$ cat src/hw/rtl/ps2sc_pkg.sv
`timescale 1ns / 1ps
// ----------------------------------------------------------------------------
// PS/2 scan code decoder package
// Shared types, scan code constants and the key lookup table for the
// set 1 scan code to ASCII decoder.
// ----------------------------------------------------------------------------
package ps2sc_pkg;

	// Scan code set 1 bytes with special meaning.
	localparam logic [7:0] SC_LSHIFT_MAKE  = 8'h2A;
	localparam logic [7:0] SC_RSHIFT_MAKE  = 8'h36;
	localparam logic [7:0] SC_LSHIFT_BREAK = 8'hAA;
	localparam logic [7:0] SC_RSHIFT_BREAK = 8'hB6;
	localparam logic [7:0] SC_CTRL_MAKE    = 8'h1D;
	localparam logic [7:0] SC_CTRL_BREAK   = 8'h9D;
	localparam logic [7:0] SC_KEY_M        = 8'h32;
	localparam logic [7:0] SC_KEY_N        = 8'h31;
	localparam logic [7:0] SC_KEY_P        = 8'h19;
	localparam logic [7:0] SC_ENTER        = 8'h1C;
	localparam logic [7:0] SC_BACKSPACE    = 8'h0E;

	// Characters produced by the fixed keys, and the bounds of the lower-case letter range.
	localparam logic [6:0] ASCII_LF    = 7'd10;
	localparam logic [6:0] ASCII_BS    = 7'd8;
	localparam logic [6:0] ASCII_LOW_A = 7'h61;
	localparam logic [6:0] ASCII_LOW_Z = 7'h7A;

	// Command carried with each input beat.
	typedef enum logic {
		CMD_SCAN = 1'b0,
		CMD_READ = 1'b1
	} cmd_t;

	// Media action codes.
	typedef enum logic [1:0] {
		MEDIA_NONE = 2'd0,
		MEDIA_MUTE = 2'd1,
		MEDIA_NEXT = 2'd2,
		MEDIA_PREV = 2'd3
	} media_t;

	// One input item.
	typedef struct packed {
		cmd_t       cmd;
		logic [7:0] scan_byte;
	} item_t;

	// One result item.
	typedef struct packed {
		logic       char_valid;
		logic [6:0] char_code;
		media_t     media_action;
		logic [6:0] read_data;
	} result_t;

	// Lower-case key table for make codes 0x00 to 0x7F; zero means unmapped.
	function automatic logic [6:0] key_rom(input logic [6:0] idx);
		logic [6:0] ch;
		unique case (idx)
			7'h02: ch = 7'h31;  7'h03: ch = 7'h32;  7'h04: ch = 7'h33;
			7'h05: ch = 7'h34;  7'h06: ch = 7'h35;  7'h07: ch = 7'h36;
			7'h08: ch = 7'h37;  7'h09: ch = 7'h38;  7'h0A: ch = 7'h39;
			7'h0B: ch = 7'h30;  7'h0C: ch = 7'h2D;  7'h0D: ch = 7'h3D;
			7'h10: ch = 7'h71;  7'h11: ch = 7'h77;  7'h12: ch = 7'h65;
			7'h13: ch = 7'h72;  7'h14: ch = 7'h74;  7'h15: ch = 7'h79;
			7'h16: ch = 7'h75;  7'h17: ch = 7'h69;  7'h18: ch = 7'h6F;
			7'h19: ch = 7'h70;  7'h1A: ch = 7'h5B;  7'h1B: ch = 7'h5D;
			7'h1E: ch = 7'h61;  7'h1F: ch = 7'h73;  7'h20: ch = 7'h64;
			7'h21: ch = 7'h66;  7'h22: ch = 7'h67;  7'h23: ch = 7'h68;
			7'h24: ch = 7'h6A;  7'h25: ch = 7'h6B;  7'h26: ch = 7'h6C;
			7'h27: ch = 7'h3B;  7'h28: ch = 7'h27;  7'h29: ch = 7'h60;
			7'h2B: ch = 7'h5C;  7'h2C: ch = 7'h7A;  7'h2D: ch = 7'h78;
			7'h2E: ch = 7'h63;  7'h2F: ch = 7'h76;  7'h30: ch = 7'h62;
			7'h31: ch = 7'h6E;  7'h32: ch = 7'h6D;  7'h33: ch = 7'h2C;
			7'h34: ch = 7'h2E;  7'h35: ch = 7'h2F;  7'h37: ch = 7'h2A;
			7'h39: ch = 7'h20;
			default: ch = 7'h00;
		endcase
		return ch;
	endfunction

endpackage

$ cat src/hw/rtl/ps2sc_decode.sv
`timescale 1ns / 1ps
// ----------------------------------------------------------------------------
// PS/2 scan code decode stage
// Holds the shift, ctrl and latched key state and turns one registered
// input item into one result, updating the state when the item moves on.
// ----------------------------------------------------------------------------
module ps2sc_decode (
	input  logic               clk,
	input  logic               arst_n,
	input  logic               advance,
	input  ps2sc_pkg::item_t   item,
	output ps2sc_pkg::result_t result
);

	logic       shift_q;
	logic       ctrl_q;
	logic [6:0] latched_q;
	logic       shift_d;
	logic       ctrl_d;
	logic [6:0] latched_d;
	logic [6:0] rom_ch;
	logic [6:0] base_ch;
	logic       is_lower;

	// Table lookup and fixed keys for a make code.
	always_comb begin
		rom_ch = ps2sc_pkg::key_rom(item.scan_byte[6:0]);
		if (item.scan_byte == ps2sc_pkg::SC_ENTER) begin
			base_ch = ps2sc_pkg::ASCII_LF;
		end else if (item.scan_byte == ps2sc_pkg::SC_BACKSPACE) begin
			base_ch = ps2sc_pkg::ASCII_BS;
		end else begin
			base_ch = rom_ch;
		end
		is_lower = (base_ch >= ps2sc_pkg::ASCII_LOW_A) && (base_ch <= ps2sc_pkg::ASCII_LOW_Z);
	end

	// Result and next state; modifiers are checked before the ctrl test.
	always_comb begin
		result              = '0;
		result.media_action = ps2sc_pkg::MEDIA_NONE;
		shift_d             = shift_q;
		ctrl_d              = ctrl_q;
		latched_d           = latched_q;
		priority if (item.cmd == ps2sc_pkg::CMD_READ) begin
			result.read_data = latched_q;
			latched_d        = '0;
		end else if (item.scan_byte == ps2sc_pkg::SC_LSHIFT_MAKE ||
				item.scan_byte == ps2sc_pkg::SC_RSHIFT_MAKE) begin
			shift_d = 1'b1;
		end else if (item.scan_byte == ps2sc_pkg::SC_LSHIFT_BREAK ||
				item.scan_byte == ps2sc_pkg::SC_RSHIFT_BREAK) begin
			shift_d = 1'b0;
		end else if (item.scan_byte == ps2sc_pkg::SC_CTRL_MAKE) begin
			ctrl_d = 1'b1;
		end else if (item.scan_byte == ps2sc_pkg::SC_CTRL_BREAK) begin
			ctrl_d = 1'b0;
		end else if (ctrl_q) begin
			// Ctrl chords map to media actions; anything else is swallowed.
			priority if (item.scan_byte == ps2sc_pkg::SC_KEY_M) begin
				result.media_action = ps2sc_pkg::MEDIA_MUTE;
			end else if (item.scan_byte == ps2sc_pkg::SC_KEY_N) begin
				result.media_action = ps2sc_pkg::MEDIA_NEXT;
			end else if (item.scan_byte == ps2sc_pkg::SC_KEY_P) begin
				result.media_action = ps2sc_pkg::MEDIA_PREV;
			end else begin
				result.media_action = ps2sc_pkg::MEDIA_NONE;
			end
		end else if (item.scan_byte[7]) begin
			// Break codes of ordinary keys produce nothing.
			result.media_action = ps2sc_pkg::MEDIA_NONE;
		end else if (base_ch != 7'd0) begin
			result.char_valid = 1'b1;
			// Clearing bit 5 upper-cases a letter.
			result.char_code  = (shift_q && is_lower) ? (base_ch & 7'h5F) : base_ch;
			latched_d         = result.char_code;
		end else begin
			result.media_action = ps2sc_pkg::MEDIA_NONE;
		end
	end

	// State registers advance once per item.
	always_ff @(posedge clk or negedge arst_n) begin
		if (!arst_n) begin
			shift_q   <= 1'b0;
			ctrl_q    <= 1'b0;
			latched_q <= '0;
		end else if (advance) begin
			shift_q   <= shift_d;
			ctrl_q    <= ctrl_d;
			latched_q <= latched_d;
		end
	end

endmodule

$ cat src/hw/rtl/ps2_scancode_to_ascii.sv
`timescale 1ns / 1ps
// ----------------------------------------------------------------------------
// PS/2 scan code set 1 to ASCII decoder
// Top level with input register, decode stage and result register.
// ----------------------------------------------------------------------------
// The block takes one beat per clock cycle unless the sink stalls the
// result register: the beat is captured in an input register, decoded
// by the table lookup and modifier logic, and held in a result register until
// the sink takes it. Each input beat yields exactly one result beat. A read
// command returns the last character and clears it; ctrl chords give media
// actions instead of characters.
module ps2_scancode_to_ascii (
	input  logic        clk,
	input  logic        arst_n,
	input  logic        s_tvalid,
	output logic        s_tready,
	input  logic [7:0]  s_tdata,  // [7:0] scan_byte
	input  logic        s_tuser,  // [0] cmd
	output logic        m_tvalid,
	input  logic        m_tready,
	output logic [15:0] m_tdata,  // [6:0] char_code, [8:7] media_action, [15:9] read_data
	output logic        m_tuser   // [0] char_valid
);

	ps2sc_pkg::item_t   item_s1;
	logic               valid_s1;
	ps2sc_pkg::result_t res_d;
	ps2sc_pkg::result_t res_s2;
	logic               valid_s2;
	logic               adv_s1;

	// Stage 1 moves on when the result register is free or being drained.
	assign adv_s1   = valid_s1 && (!valid_s2 || m_tready);
	assign s_tready = !valid_s1 || adv_s1;

	// Input register valid.
	always_ff @(posedge clk or negedge arst_n) begin
		if (!arst_n) begin
			valid_s1 <= 1'b0;
		end else if (s_tready) begin
			valid_s1 <= s_tvalid;
		end
	end

	// Input register payload.
	always_ff @(posedge clk) begin
		if (s_tvalid && s_tready) begin
			item_s1.cmd       <= ps2sc_pkg::cmd_t'(s_tuser);
			item_s1.scan_byte <= s_tdata;
		end
	end

	ps2sc_decode u_decode (
		.clk    (clk),
		.arst_n (arst_n),
		.advance(adv_s1),
		.item   (item_s1),
		.result (res_d)
	);

	// Result register valid.
	always_ff @(posedge clk or negedge arst_n) begin
		if (!arst_n) begin
			valid_s2 <= 1'b0;
		end else if (adv_s1) begin
			valid_s2 <= 1'b1;
		end else if (m_tready) begin
			valid_s2 <= 1'b0;
		end
	end

	// Result register payload.
	always_ff @(posedge clk) begin
		if (adv_s1) begin
			res_s2 <= res_d;
		end
	end

	assign m_tvalid = valid_s2;
	assign m_tuser  = res_s2.char_valid;
	assign m_tdata  = {res_s2.read_data, res_s2.media_action, res_s2.char_code};

endmodule

$ cat config.mk
export PLATFORM = sky130hd
export DESIGN_NAME = ps2_scancode_to_ascii
export DESIGN_NICKNAME = d
export VERILOG_FILES = /design/src/hw/rtl/ps2sc_pkg.sv /design/src/hw/rtl/ps2sc_decode.sv /design/src/hw/rtl/ps2_scancode_to_ascii.sv
export SDC_FILE = /design/constraint.sdc
export NUM_CORES = 1
export LEC_CHECK = 0
export ABC_AREA = 0
export BUFFER_PORTS_ARGS = -buffer_cell sky130_fd_sc_hd__buf_2
export CAP_MARGIN = 25
export CORE_MARGIN = 5
export CORE_UTILIZATION = 58
export DETAILED_ROUTE_END_ITERATION = 8
export HOLD_SLACK_MARGIN = 0.1
export PLACE_DENSITY = 0.8
export REMOVE_ABC_BUFFERS = 1
export SLEW_MARGIN = 20
export SYNTH_ARGS = -nofsm -noshare
export SYNTH_HDL_FRONTEND = slang
export SYNTH_SLANG_ARGS = --single-unit
$ cat constraint.sdc
create_clock -name clk -period 2.9 [get_ports clk]
set_input_delay 0.725 -clock clk [delete_from_list [all_inputs] [get_ports clk]]
set_output_delay 0.725 -clock clk [all_outputs]
set_load 0.05 [all_outputs]
; After elaboration in Yosys (flattened, before gate mapping)
; Memory sizes are Yosys's and may differ from the RTL's. A register that Yosys moved wholly into a read port is not among the register bits.
; Cells that the tools add are included.
[totals]
regBits = 37
romBits = 448
in_bits = 13
out_inout_bits = 19
elab_cells = 82
mem_count = 1
[mem_list]
columns = memory, depth, width, read_ports, rd_clocked_by_memory_dff, wr, line_no
row1 = (no name shown), 64, 7, 1, 1, 0, ps2sc_pkg.sv:59  ; unique case (idx)
[op_classes]
magnitude_cmp = 2
n_eq_ne = 17
muxes = 23
n_bitwise = 5
reduce_logical = 22
[ops]
columns = op, count
row1 = 2-to-1 mux 7 bit, 11
row2 = equality test 8 x 6 -> 1 bit (second input constant), 4
row3 = equality test 8 x 5 -> 1 bit (second input constant), 3
row4 = equality test 8 bit (second input constant), 3
row5 = OR reduction 7 bit, 2
row6 = 2-to-1 mux 6 bit, 2
row7 = inequality test 2 bit (second input constant), 5
row8 = equality test 8 x 4 -> 1 bit (second input constant), 1
row9 = 2-to-1 mux 8 bit, 1
row10 = AND reduction 8 bit, 1
row11 = nonzero test 2 bit, 4
row12 = OR reduction 8 bit, 1
row13 = >= comparator 7 bit (second input constant), 1
row14 = <= comparator 7 bit (second input constant), 1
row15 = 2-to-1 mux 1 bit, 7
row16 = nonzero test 7 bit, 1
row17 = OR reduction 6 bit, 1
row18 = inverter 1 bit, 5
row19 = AND reduction 5 bit, 1
row20 = logical AND 1 bit, 4
row21 = logical OR 1 bit, 4
row22 = 2-to-1 mux 2 bit, 2
row23 = AND reduction 3 bit, 1
row24 = zero test 1 bit, 2
row25 = inequality test 2 x 1 -> 1 bit (second input constant), 1

; Longest topological paths before layout
[logic_depth]
ltp_word = 15
ltp_mapped = 11

; By module
; From an unflattened synthesis, not the netlist that was laid out.
[hier_totals]
cells_unflattened = 236
hier_area_um2 = 2392.3
[by_module_without_submodules]
columns = mod, instances, cells_per_inst, area_each_um2, seq_area_each_um2
row1 = ps2sc_decode, 1, 202, 1507.7, 225.2
row2 = ps2_scancode_to_ascii, 1, 34, 884.6, 830.8

; Worst setup path after synthesis
; Ideal clock, no wire load.
[synth_timing]
path_type = input port to flip-flop
start = input port m_tready
end = register (tool-made name)
setup_time_ns = 0.106
arrival_time_ns = 2.700
t_required_ns = 2.794
slack_ns = 0.094
path_stages = 10
path_buffers = 0
path_cell_list = and3b_2 > inv_4 > nand2_8 > inv_6 > mux2_2 > inv_1 > ha_1 > xnor2_1 > a211oi_1 > o311ai_0
[synth_rtl]
columns = element, line_no
row1 = "start, declared", ps2_scancode_to_ascii.sv:20  ; input logic m_tready,

==> reports/summary.json <==
{
  "die_x": {"value": 77.3, "unit": "um"},
  "fin_setup_tns": {"value": 0, "unit": "ns"},
  "power.internal": {"value": 1.14, "unit": "mW"},
  "worst_path_cell_chain": {"value": "buf_2 > and3b_2 > inv_4 > nand2_8 > inv_6 > mux2_2 > inv_1 > ha_1 > mux4_2 > nor3_1 > a211o_1"},
  "yosys_register_bits": {"value": 44},
  "critPathMaxStageDelay": {"value": 0.48, "unit": "ns"},
  "1st_pass_router_iterations": {"value": 4},
  "main_combinational_cell_family_by_area_after_synthesis": {"value": "compound AO/OA/AOI/OAI gates"},
  "worst-endpoint-required": {"value": 3.14, "unit": "ns"},
  "groute.usage.overall": {"value": 21.1, "unit": "%"},
  "start_kind": {"value": "primary input"},
  "grt_antenna_before_repair": {"value": 0},
  "ctsHtreeMaxLevel": {"value": 2},
  "power_leakage": {"value": 1.20, "unit": "nW"},
  "cts_num_sinks": {"value": 44},
  "synth.top_cell.area_share": {"value": 29.7, "unit": "%"},
  "hold_violations": {"value": 0},
  "vias_in_the_first_global_route": {"value": 2177},
  "cpLargestDelayFamily": {"value": "multiplexers"},
  "worst_hold_path_type": {"value": "in -> async"},
  "critical_path.endpoint_type": {"value": "flop"},
  "initial_utilization": {"value": 60.0, "unit": "%"},
  "clk_pin_slew": {"value": 0.08, "unit": "ns"},
  "postLayoutSetupSlackWorst": {"value": 0.326, "unit": "ns"},
  "rows": {"value": 24},
  "floorplan.core_area": {"value": 0.00438, "unit": "mm^2"},
  "vdd_drop_max": {"value": 0.000292, "unit": "V"},
  "part_of_the_total_power_dissipated_in_sequential_elements": {"value": 48.8, "unit": "%"},
  "global_route_wire_length_before_repair": {"value": 10400, "unit": "um"},
  "synth.largest_area_cell": {"value": "edfxtp_1"},
  "design.die.area": {"value": 0.00598, "unit": "mm^2"},
  "antenna_cells": {"value": 0},
  "power_per_cell_area": {"value": 581, "unit": "mW/mm^2"},
  "cells_after_synthesis": {"value": 258},
  "synth-xor-area-share": {"value": 1.67, "unit": "%"},
  "timing_worst_setup_path_type": {"value": "in -> reg"},
  "cts.hold.buffers_added": {"value": 0},
  "ff2ff_setup_slack": {"value": 0.35, "unit": "ns"},
  "post-route-util": {"value": 67.8, "unit": "%"},
  "synth_fa_ha_area_share": {"value": 4.28, "unit": "%"},
  "post-layout-total-power": {"value": 1.73, "unit": "mW"},
  "tritoncts": {"value": "built"},
  "die_h": {"value": 77.3, "unit": "um"},
  "power.net_switching": {"value": 0.590, "unit": "mW"},
  "switching_share": {"value": 34.1, "unit": "%"},
  "run_status": {"value": "completed"},
  "fmax": {"value": 389, "unit": "MHz"},
  "critical_path_cell_count": {"value": 11},
  "yosys_warnings": {"value": 0},
  "number_of_clock_buffers_inserted_by_tritoncts": {"value": 5},
  "timing.critical_path.slowest_stage_cell": {"value": "mux4_2"},
  "asr_flop_ratio_synth": {"value": 25.0, "unit": "%"},
  "rsz_0062_raised_after_global_routing": {"value": "false"},
  "via_count": {"value": 2243},
  "number_of_buffers_on_the_longest_clock_path": {"value": 2},
  "post-cts-setup-buffers": {"value": 0},
  "period_needed": {"value": 2.57, "unit": "ns"},
  "global_route.overflow_total": {"value": 0},
  "dpl_worst_slack": {"value": 0.0578, "unit": "ns"},
  "regToRegStartpoint": {"value": "item_s1[1]$_DFFE_PP_"},
  "netlist_top_cells_area": {"value": "edfxtp_1, dfrtp_1, dfxtp_1, ha_1, nand2_1"},
  "combinational_share_of_power": {"value": 28.5, "unit": "%"},
  "cp_num_buf_inv": {"value": 4},
  "route.antenna.remaining_nets": {"value": 0},
  "routed_wirelength": {"value": 6030, "unit": "um"},
  "fin_skew": {"value": 0.00491, "unit": "ns"},
  "tightest_slew": {"value": 0.877, "unit": "ns"},
  "timing.reg2reg.worst_path_depth": {"value": 6},
  "count_of_flip_flops_with_a_built_in_enable_after_synthesis": {"value": 26},
  "syn_to_final_growth": {"value": 13.0, "unit": "%"},
  "fraction_of_the_mapped_netlist_area_in_compound_gates": {"value": 19.6, "unit": "%"},
  "synthMuxAreaShare": {"value": 5.42, "unit": "%"},
  "post_synthesis_cell_area": {"value": 0.00263, "unit": "mm^2"},
  "wire_per_inst": {"value": 17.4, "unit": "um"},
  "placer_congestion": {"value": 0.902},
  "drc": {"value": 0},
  "synth.avg_cell_area": {"value": 10.2, "unit": "um^2"},
  "fill_cells": {"value": 339},
  "startpoint": {"value": "m_tready"},
  "timing.final.crit_share": {"value": 88.8, "unit": "%"},
  "report.final.setup_viol": {"value": 0},
  "maxSlewHeadroom": {"value": 41.4, "unit": "%"},
  "layout.nets": {"value": 316},
  "vias_per_cell": {"value": 6.46},
  "p_clk_share": {"value": 22.7, "unit": "%"},
  "arrival": {"value": 2.81, "unit": "ns"},
  "synth_flop_cell": {"value": "edfxtp_1"},
  "largest_net_degree_at_the_start_of_global_routing": {"value": 24},
  "io-pin-count": {"value": 32},
  "max_cap_violations": {"value": 0},
  "detailedPlacementHpwl": {"value": 4420, "unit": "um"},
  "drive_gt1_share": {"value": 24.1, "unit": "%"},
  "worstSkewPairLatency": {"value": 0.29, "unit": "ns"},
  "critical_path.max_fanout": {"value": 8},
  "synth_seq_area_share": {"value": 45.5, "unit": "%"},
  "yosys.cell_types.count": {"value": 65},
  "cts_resized": {"value": 0},
  "clockRootBuffer": {"value": "clkbuf_8"},
  "slew_viol_final": {"value": 0},
  "detailedRoute.firstIterationViolations": {"value": 232},
  "io_buffers": {"value": 31},
  "crit-reg2reg-capture": {"value": "u_decode.latched_q[6]$_DFFE_PN0P_"},
  "fraction_of_the_mapped_netlist_area_in_simple_logic_gates": {"value": 18.9, "unit": "%"}
}
[Yosys cell counts (2+ instances only)]
| library cell | n |
|---|---|
| edfxtp_1 | 26 |
| nand2_1 | 24 |
| o21ai_0 | 14 |
| nor2_1 | 13 |
| dfrtp_1 | 11 |
| buf_2 | 9 |
| ha_1 | 9 |
| nand3_1 | 9 |
| nor3_1 | 9 |
| a31oi_1 | 8 |
| and2_1 | 8 |
| clkbuf_1 | 7 |
| dfxtp_1 | 7 |
| a21oi_1 | 6 |
| mux2_2 | 6 |
| a32oi_1 | 5 |
| inv_1 | 5 |
| a211oi_1 | 4 |
| and3_1 | 4 |
| o21ai_1 | 4 |
| a221oi_1 | 3 |
| mux2i_1 | 3 |
| nand2b_1 | 3 |
| nand4_1 | 3 |
| nor4_1 | 3 |
| o211ai_1 | 3 |
| or3_1 | 3 |
| xnor2_1 | 3 |
| a2bb2oi_1 | 2 |
| and4_1 | 2 |
| nand3b_1 | 2 |
| o211a_1 | 2 |
| o311ai_0 | 2 |
| o31ai_1 | 2 |
| o41ai_1 | 2 |
| or2_2 | 2 |
| xor2_1 | 2 |
[stage by stage]
| stage | instance area (um^2) | std cells | hold WS (ns) |
|---|---|---|---|
| 2_1_floorplan | 2550 | 241 | 0.429 |
| 3_3_place_gp | 2880 | 339 | 0.456 |
| 3_5_place_dp | 2880 | 339 | 0.485 |
| 4_1_cts | 2970 | 347 | 0.303 |
| 5_1_grt | 2970 | 347 | 0.313 |
| 6_report | 2970 | 347 | 0.298 |
[kinds of logic (layout without fill, tap and decap cells)]
logic type               after synthesis  count (layout)
AND/OR/NAND/NOR                       92              92
AO/OA/AOI/OAI                         72              72
flip-flops                            44              44
buffers and inverters                 25              62
multiplexers                          11              11
adder cells (fa/ha/maj)                9               9
XOR/XNOR                               5               5
[cell type report]
cell class                 instances  area, um^2  area share (%)
sequential                        44        1200            40.2
multi-input combinational        189        1310            44.2
inverter                           8        37.5            1.26
timing repair buffer              46         268            9.01
clock inverter                     2        10.0           0.337
clock buffer                       6        82.6            2.78
tap                               52        65.1            2.19
[per-layer routing]
metal	GRT usage [%]	vias up	wire length, um
li1	-	1063	-
met1	26.5	1084	2540
met2	36.4	83	3030
met3	3.24	13	323
met4	8.25	0	134
met5	0	-	0
[power by group through the flow]
stage               Clock (mW)  Sequential (mW)  Combinational (mW)
CTS                      0.395            0.842               0.491
finish                   0.392            0.844               0.492
detailed placement           0            0.854               0.487
floorplan                    0            0.916               0.272
global route             0.427            0.857               0.545
global placement             0            0.849               0.476
[worst register-to-register path, delay by kind of cell, from the launching register on]
| kind | cells | cell delay [ns] |
|---|---|---|
| AOI/OAI and AO/OA | 3 | 1.16 |
| xor gates and xnor gates | 1 | 0.22 |
| DFF | 1 | 0.55 |
| and+or+nand+nor | 2 | 0.49 |
[cells in the final DEF (no fill, tap or decap), types with 9 or more instances in the layout]
cell type and instances:
o21ai_0 14, ha_1 9, nand3_1 9, nor2_1 13, buf_4 15, nor3_1 9
dfrtp_1 11, buf_2 31, edfxtp_1 26, nand2_1 24
[worst min-delay path by stage]
stage	from	end	slack, ns	cells past startpoint
2_1_floorplan	arst_n	m_tvalid$_DFFE_PN0P_	0.43	0
3_3_place_gp	valid_s1$_DFFE_PN0N_	m_tvalid$_DFFE_PN0P_	0.46	1
3_5_place_dp	valid_s1$_DFFE_PN0N_	m_tvalid$_DFFE_PN0P_	0.49	1
4_1_cts	arst_n	u_decode.shift_q$_DFFE_PN0P_	0.30	1
5_1_grt	arst_n	valid_s1$_DFFE_PN0N_	0.31	1
6_report	arst_n	u_decode.ctrl_q$_DFFE_PN0P_	0.30	1
No activity file was read; power rests on OpenSTA's default activity.
